**src/ffha_pkg.sv**
```systemverilog
`timescale 1ns / 1ps
// ----------------------------------------------------------------------------
// ffha_pkg
// Shared types and constants of the first-fit heap allocator: the block
// table entry, the scan packet that walks the cell chain, and the command
// word broadcast by the controller.
// ----------------------------------------------------------------------------
package ffha_pkg;

    localparam int DEF_MAX_BLOCKS   = 64;
    localparam int DEF_HEADER_BYTES = 12;
    localparam logic [15:0] HEAP_SIZE_RESET = 16'd32768;

    // request codes
    typedef enum logic {
        OP_ALLOC = 1'b0,
        OP_FREE  = 1'b1
    } op_t;

    // result codes
    typedef enum logic [1:0] {
        ST_OK      = 2'd0,
        ST_NO_FIT  = 2'd1,
        ST_BAD_FREE = 2'd2
    } status_t;

    // one block table entry
    typedef struct packed {
        logic        valid;
        logic [15:0] start;
        logic [15:0] size;
        logic        free;
    } entry_t;

    // scan packet handed from cell to cell
    typedef struct packed {
        logic        valid;
        op_t         op;
        logic [15:0] key;        // request bytes or payload offset
        logic        found;
        logic        split;
        logic [15:0] offset;
        logic        last_free;  // previous cell holds a free block
        logic        prev_free;  // block before the hit is free
        logic        next_free;  // block after the hit is free
        logic        hit_prev;   // hit was in the previous cell
    } pkt_t;

    // command broadcast to every cell
    typedef struct packed {
        logic        init;
        logic [15:0] init_size;
        logic        alloc;
        logic        split;
        logic [15:0] req;
        logic        free_mark;
        logic        merge_next;
        logic        merge_prev;
    } cmd_t;

    // payload of the first block for a given heap size, saturated at zero
    function automatic logic [15:0] first_payload(input logic [15:0] heap,
                                                  input logic [15:0] hdr);
        logic [15:0] res;
        begin
            res = (heap >= hdr) ? (heap - hdr) : 16'd0;
            return res;
        end
    endfunction

endpackage

```
**src/ffha_ctrl.sv**
```systemverilog
`timescale 1ns / 1ps
// ----------------------------------------------------------------------------
// ffha_ctrl
// Request sequencer: launches the scan packet, reads it back at the end of
// the chain, issues the table commands, keeps the block count and the heap
// size register, and holds the result item.
// ----------------------------------------------------------------------------
module ffha_ctrl
    import ffha_pkg::*;
#(
    parameter int MAX_BLOCKS   = DEF_MAX_BLOCKS,
    parameter int HEADER_BYTES = DEF_HEADER_BYTES
) (
    input  logic        clk,
    input  logic        rst_n,
    input  logic        in_valid,
    output logic        in_ready,
    input  logic        opcode,
    input  logic [15:0] req_size,
    input  logic [15:0] payload_offset,
    output logic        out_valid,
    input  logic        out_ready,
    output logic [1:0]  status,
    output logic [15:0] result_offset,
    input  logic        cfg_valid,
    output logic        cfg_ready,
    input  logic [15:0] cfg_data,
    output pkt_t        pkt_launch,
    input  pkt_t        pkt_exit,
    output cmd_t        cmd
);

    localparam int CW = $clog2(MAX_BLOCKS + 1);
    localparam logic [15:0] HDR = 16'(HEADER_BYTES);
    localparam logic [CW-1:0] FULL = CW'(MAX_BLOCKS);

    typedef enum logic [3:0] {
        S_IDLE  = 4'b0001,
        S_SCAN  = 4'b0010,
        S_MERGE = 4'b0100,
        S_RESP  = 4'b1000
    } state_t;

    state_t        state_reg, state_next;
    logic [CW-1:0] count_reg, count_next;
    logic [15:0]   heap_reg, heap_next;
    logic [15:0]   req_reg, req_next;
    status_t       res_st_reg, res_st_next;
    logic [15:0]   res_off_reg, res_off_next;
    logic          out_valid_reg, out_valid_next;
    status_t       out_st_reg, out_st_next;
    logic [15:0]   out_off_reg, out_off_next;
    logic          in_fire, cfg_fire;

    assign in_ready      = (state_reg == S_IDLE) && !cfg_valid;
    assign cfg_ready     = (state_reg == S_IDLE);
    assign in_fire       = in_valid && in_ready;
    assign cfg_fire      = cfg_valid && cfg_ready;
    assign out_valid     = out_valid_reg;
    assign status        = out_st_reg;
    assign result_offset = out_off_reg;

    // scan packet launch
    always_comb
    begin
        pkt_launch       = '0;
        pkt_launch.valid = in_fire;
        pkt_launch.op    = op_t'(opcode);
        pkt_launch.key   = (opcode == OP_ALLOC) ? req_size : payload_offset;
    end

    // sequencer
    always_comb
    begin
        state_next     = state_reg;
        count_next     = count_reg;
        heap_next      = heap_reg;
        req_next       = req_reg;
        res_st_next    = res_st_reg;
        res_off_next   = res_off_reg;
        out_valid_next = out_valid_reg;
        out_st_next    = out_st_reg;
        out_off_next   = out_off_reg;
        cmd            = '0;
        cmd.init_size  = first_payload(heap_next, HDR);
        cmd.req        = req_reg;

        if (out_valid_reg && out_ready)
            out_valid_next = 1'b0;

        unique case (state_reg)
            S_IDLE:
            begin
                if (cfg_fire)
                begin
                    heap_next     = cfg_data;
                    cmd.init      = 1'b1;
                    cmd.init_size = first_payload(cfg_data, HDR);
                    count_next    = CW'(1);
                end
                else if (in_fire)
                begin
                    req_next   = req_size;
                    state_next = S_SCAN;
                end
            end
            S_SCAN:
            begin
                if (pkt_exit.valid)
                begin
                    res_st_next  = ST_OK;
                    res_off_next = 16'd0;
                    state_next   = S_RESP;
                    if (pkt_exit.op == OP_ALLOC)
                    begin
                        if (!pkt_exit.found || (pkt_exit.split && count_reg == FULL))
                            res_st_next = ST_NO_FIT;
                        else
                        begin
                            cmd.alloc    = 1'b1;
                            cmd.split    = pkt_exit.split;
                            res_off_next = pkt_exit.offset;
                            if (pkt_exit.split)
                                count_next = count_reg + CW'(1);
                        end
                    end
                    else
                    begin
                        if (!pkt_exit.found)
                            res_st_next = ST_BAD_FREE;
                        else
                        begin
                            cmd.free_mark  = 1'b1;
                            cmd.merge_next = pkt_exit.next_free;
                            if (pkt_exit.next_free)
                                count_next = count_reg - CW'(1);
                            if (pkt_exit.prev_free)
                                state_next = S_MERGE;
                        end
                    end
                end
            end
            S_MERGE:
            begin
                cmd.merge_prev = 1'b1;
                count_next     = count_reg - CW'(1);
                state_next     = S_RESP;
            end
            S_RESP:
            begin
                if (!out_valid_reg || out_ready)
                begin
                    out_valid_next = 1'b1;
                    out_st_next    = res_st_reg;
                    out_off_next   = res_off_reg;
                    state_next     = S_IDLE;
                end
            end
            default:
            begin
                state_next = S_IDLE;
            end
        endcase
    end

    // control registers
    always_ff @(posedge clk or negedge rst_n)
    begin
        if (!rst_n)
        begin
            state_reg     <= S_IDLE;
            count_reg     <= CW'(1);
            heap_reg      <= HEAP_SIZE_RESET;
            out_valid_reg <= 1'b0;
        end
        else
        begin
            state_reg     <= state_next;
            count_reg     <= count_next;
            heap_reg      <= heap_next;
            out_valid_reg <= out_valid_next;
        end
    end

    // result payload
    always_ff @(posedge clk)
    begin
        req_reg     <= req_next;
        res_st_reg  <= res_st_next;
        res_off_reg <= res_off_next;
        out_st_reg  <= out_st_next;
        out_off_reg <= out_off_next;
    end

endmodule

```
**config.mk**
```make
export PLATFORM = sky130hd
export DESIGN_NAME = ffha_ctrl
export DESIGN_NICKNAME = d
export VERILOG_FILES = /design/src/ffha_pkg.sv /design/src/ffha_ctrl.sv
export SDC_FILE = /design/constraint.sdc
export NUM_CORES = 1
export LEC_CHECK = 0
export BUFFER_PORTS_ARGS = -buffer_cell sky130_fd_sc_hd__buf_2
export CORE_MARGIN = 8
export CORE_UTILIZATION = 47
export CTS_CLUSTER_SIZE = 16
export DETAILED_ROUTE_END_ITERATION = 8
export PLACE_DENSITY = 0.83
export SKIP_LAST_GASP = 1
export SLEW_MARGIN = 30
export SYNTH_ARGS = -nofsm -noshare
export SYNTH_HDL_FRONTEND = slang
export SYNTH_SLANG_ARGS = --single-unit
export TNS_END_PERCENT = 1
```
**constraint.sdc**
```tcl
create_clock -name clk -period 3 [get_ports clk]
set_input_delay 0.15 -clock clk [delete_from_list [all_inputs] [get_ports clk]]
set_output_delay 0.15 -clock clk [all_outputs]
set_load 0.01 [all_outputs]
```
==> load_flow_metrics.sql <==
INSERT INTO impl_metrics (metric_group, metric, value, unit) VALUES
('outcome', 'outcome', 'finished, final reports clean', ''),
('finish', 'ff_latch_area', '2266', 'um^2'),
('placement', 'number_of_buffers_added_on_ports', '152', ''),
('logic_synthesis', 'synthesis.area', '4255', 'um^2'),
('setup_path', 'crit_path_top_delay_cell', 'dfstp_2', ''),
('finish', 'most_common_cell_after_layout_fill_and_taps_aside', 'buf_2', ''),
('logic_synthesis', 'synthArstFlopShare', '0.3500', ''),
('clocking', 'htree_levels', '3', ''),
('setup_path', 'worstRegToRegCells', '3', ''),
('power_and_ir_drop', 'p_sw', '1405', 'uW'),
('setup_path', 'critical_path_endpoint_category', 'output pin', ''),
('sta', 'final-max-slew-violation-count', '0', ''),
('power_and_ir_drop', 'power_switching_share', '0.3649', ''),
('sta', 'timing.final.hold_violations', '0', ''),
('setup_path', 'crit_path_end', 'cmd[30]', ''),
('clocking', 'tritoncts_num_sinks', '80', ''),
('placement', 'globalplace.congestion', '0.8433', ''),
('global_routing', 'grtUsageTotal', '0.1727', ''),
('setup_path', 'r2r_end', 'req_reg[15]$_DFFE_PP_', ''),
('placement', 'pre_cts_slack', '741.1', 'ps'),
('setup_path', 'critPathMaxStageDelay', '680', 'ps'),
('sta', 'fin_hold_ws', '21.31', 'ps'),
('power_and_ir_drop', 'clkPwrFrac', '0.237', ''),
('finish', 'drive_above_1_share', '0.3633', ''),
('routing', 'drt-vias-per-instance', '5.246', ''),
('sta', 'totalNegativeSetupSlack', '0', 'ps'),
('power_and_ir_drop', 'power.internal', '2445', 'uW'),
('sta', 'setup_slack', '355.0', 'ps'),
('setup_path', 'cp_top_family', 'flip-flops', ''),
('routing', 'wl_per_cell', '16.51', 'um'),
('logic_synthesis', 'synth_edf_count', '52', ''),
('floorplan', 'num_rows', '34', ''),
('routing', 'routed_wl', '11140', 'um'),
('logic_synthesis', 'synth_cell_type_count', '54', ''),
('floorplan', 'die_w', '111.2', 'um'),
('setup_path', 'cp_max_fo', '19', ''),
('logic_synthesis', 'synth_top_area_share', '0.3670', ''),
('setup_path', 'crit_chain', 'nor4b_2 -> nand2_1 -> buf_4 -> inv_1 -> o21ai_1 -> o22ai_1 -> buf_2', ''),
('power_and_ir_drop', 'power.leakage', '0.002394', 'uW'),
('finish', 'area_growth', '27.93', '%'),
('clocking', 'cell_at_the_root_of_the_clock_tree', 'clkbuf_8', ''),
('logic_synthesis', 'primary_flip_flop_cell_chosen_by_synthesis_mapping', 'edfxtp_1', ''),
('floorplan', 'die-area', '12350', 'um^2'),
('power_and_ir_drop', 'pwr_density_cell', '707.1', 'nW/um^2'),
('clocking', 'cts.path.max_buffers', '2', ''),
('global_routing', 'pin_count_of_the_biggest_net_entering_global_routing', '29', ''),
('logic_synthesis', 'yosysWarnings', '0', ''),
('placement', 'dp_hpwl', '8210', 'um'),
('sta', 'max_slew_margin', '0.5048', ''),
('setup_path', 'cp_data_arrival_time', '2500', 'ps'),
('floorplan', 'die_y', '111.2', 'um'),
('sta', 'fmax', '378.1', 'MHz'),
('worst_hold_path', 'hold_path_startpoint', 'cfg_data[1]', ''),
('routing', 'drt_iter0_drc', '276', ''),
('power_and_ir_drop', 'pwr-share-comb', '0.350', ''),
('logic_synthesis', 'synth_area_leaders', 'edfxtp_1, dfrtp_1, nand2_1', ''),
('global_routing', 'grt_first_pass_wirelength', '17750', 'um'),
('clocking', 'insertion_delay', '350', 'ps'),
('logic_synthesis', 'synthDominantAreaCellType', 'edfxtp_1', ''),
('routing', 'ant_nets', '0', ''),
('routing', 'remaining_drc_errors', '0', ''),
('finish', 'multiInputGateArea', '1793', 'um^2'),
('sta', 'skew_final', '7.259', 'ps'),
('floorplan', 'initial_core_util', '0.4856', ''),
('floorplan', 'placeableCoreArea', '8763', 'um^2'),
('finish', 'layout.nets', '661', ''),
('logic_synthesis', 'synthesis.instances', '393', ''),
('power_and_ir_drop', 'peakVddDrop', '358.2', 'uV'),
('routing', 'detail_route.first_pass.iterations', '4', ''),
('sta', 'setup_violations', '0', ''),
('job', 'max-cap-violations', '0', '');
## synth_stat cells (all sizes together) (2+ instances only)
master and instances:
a211oi 3, a21oi 12, a22oi 3, a31oi 2
and2 19, and3 5, buf 28, clkbuf 11
dfrtp 25, dfstp 3, edfxtp 52, ha 5
inv 9, mux2 16, mux2i 4, nand2 56
nand2b 5, nand3 7, nand3b 5, nor2 22
nor2b 8, nor3 12, nor3b 2, nor4 8
nor4b 2, o21a 2, o21ai 9, o22ai 19
o31ai 4, or4 3, xnor2 12, xor2 7
## cell families (layout without fill, tap and decap cells)
logic type	count (synthesis)	in the layout	share of synthesized area
simple gates	158	158	0.1985
flops	80	80	0.5325
compound gates	62	62	0.09644
buf+inv	48	201	0.06616
mux	20	20	0.05175
xor+xnor	19	19	0.03911
fa+ha+maj	5	5	0.01470
other cells	1	22	0.0008812
## power groups by stage
stage | clock network (uW) | logic (uW) | registers [uW]
floorplan | 0 | 922 | 1550
CTS | 934 | 1360 | 1580
detailed placement | 0 | 1340 | 1600
global placement | 0 | 1300 | 1590
global route | 982 | 1490 | 1620
finish | 913 | 1350 | 1590
## tightest hold or removal path, delay by kind of cell
family / cells / cell delay, ps
AND/OR/NAND/NOR: 2 / 110
buffers and inverters: 1 / 70
## routing by layer
layer | track usage | wire [um] | part of all wire
met4 | 0.06311 | 159 | 0.014
met3 | 0.04978 | 743 | 0.067
met2 | 0.3021 | 5736 | 0.51
met1 | 0.1948 | 4503 | 0.40
met5 | 0 | 0 | 0
## repair_timing
action,4_1_cts,5_1_grt
endpoints found under the hold margin,40,1
hold buffers,16,1
setup endpoints to repair,0,0
## cell type report
cell class | instances | area share
Multi-Input combinational cell | 286 | 0.3293
Sequential cell | 80 | 0.4162
Inverter | 9 | 0.006205
Tap cell | 108 | 0.02482
Clock inverter | 7 | 0.02000
Timing Repair Buffer | 176 | 0.1806
Clock buffer | 9 | 0.02275
## worst min-delay path by stage
stage                               endpoint  slack [ps]
floorplan           count_reg[1]$_DFFE_PN0P_        -150
global placement    heap_reg[11]$_DFFE_PN0P_         210
detailed placement  heap_reg[12]$_DFFE_PN0P_         210
CTS                  heap_reg[1]$_DFFE_PN0P_           5
global route         heap_reg[0]$_DFFE_PN0P_          20
finish               heap_reg[1]$_DFFE_PN0P_          20
## stage by stage
step | area, um^2 | instances | total power [uW]
floorplan | 4334 | 414 | 2474
global placement | 5035 | 642 | 2892
detailed placement | 5035 | 642 | 2939
CTS | 5428 | 674 | 3876
global route | 5444 | 675 | 4095
finish | 5444 | 675 | 3849
Power figures use the tool's default switching activity.
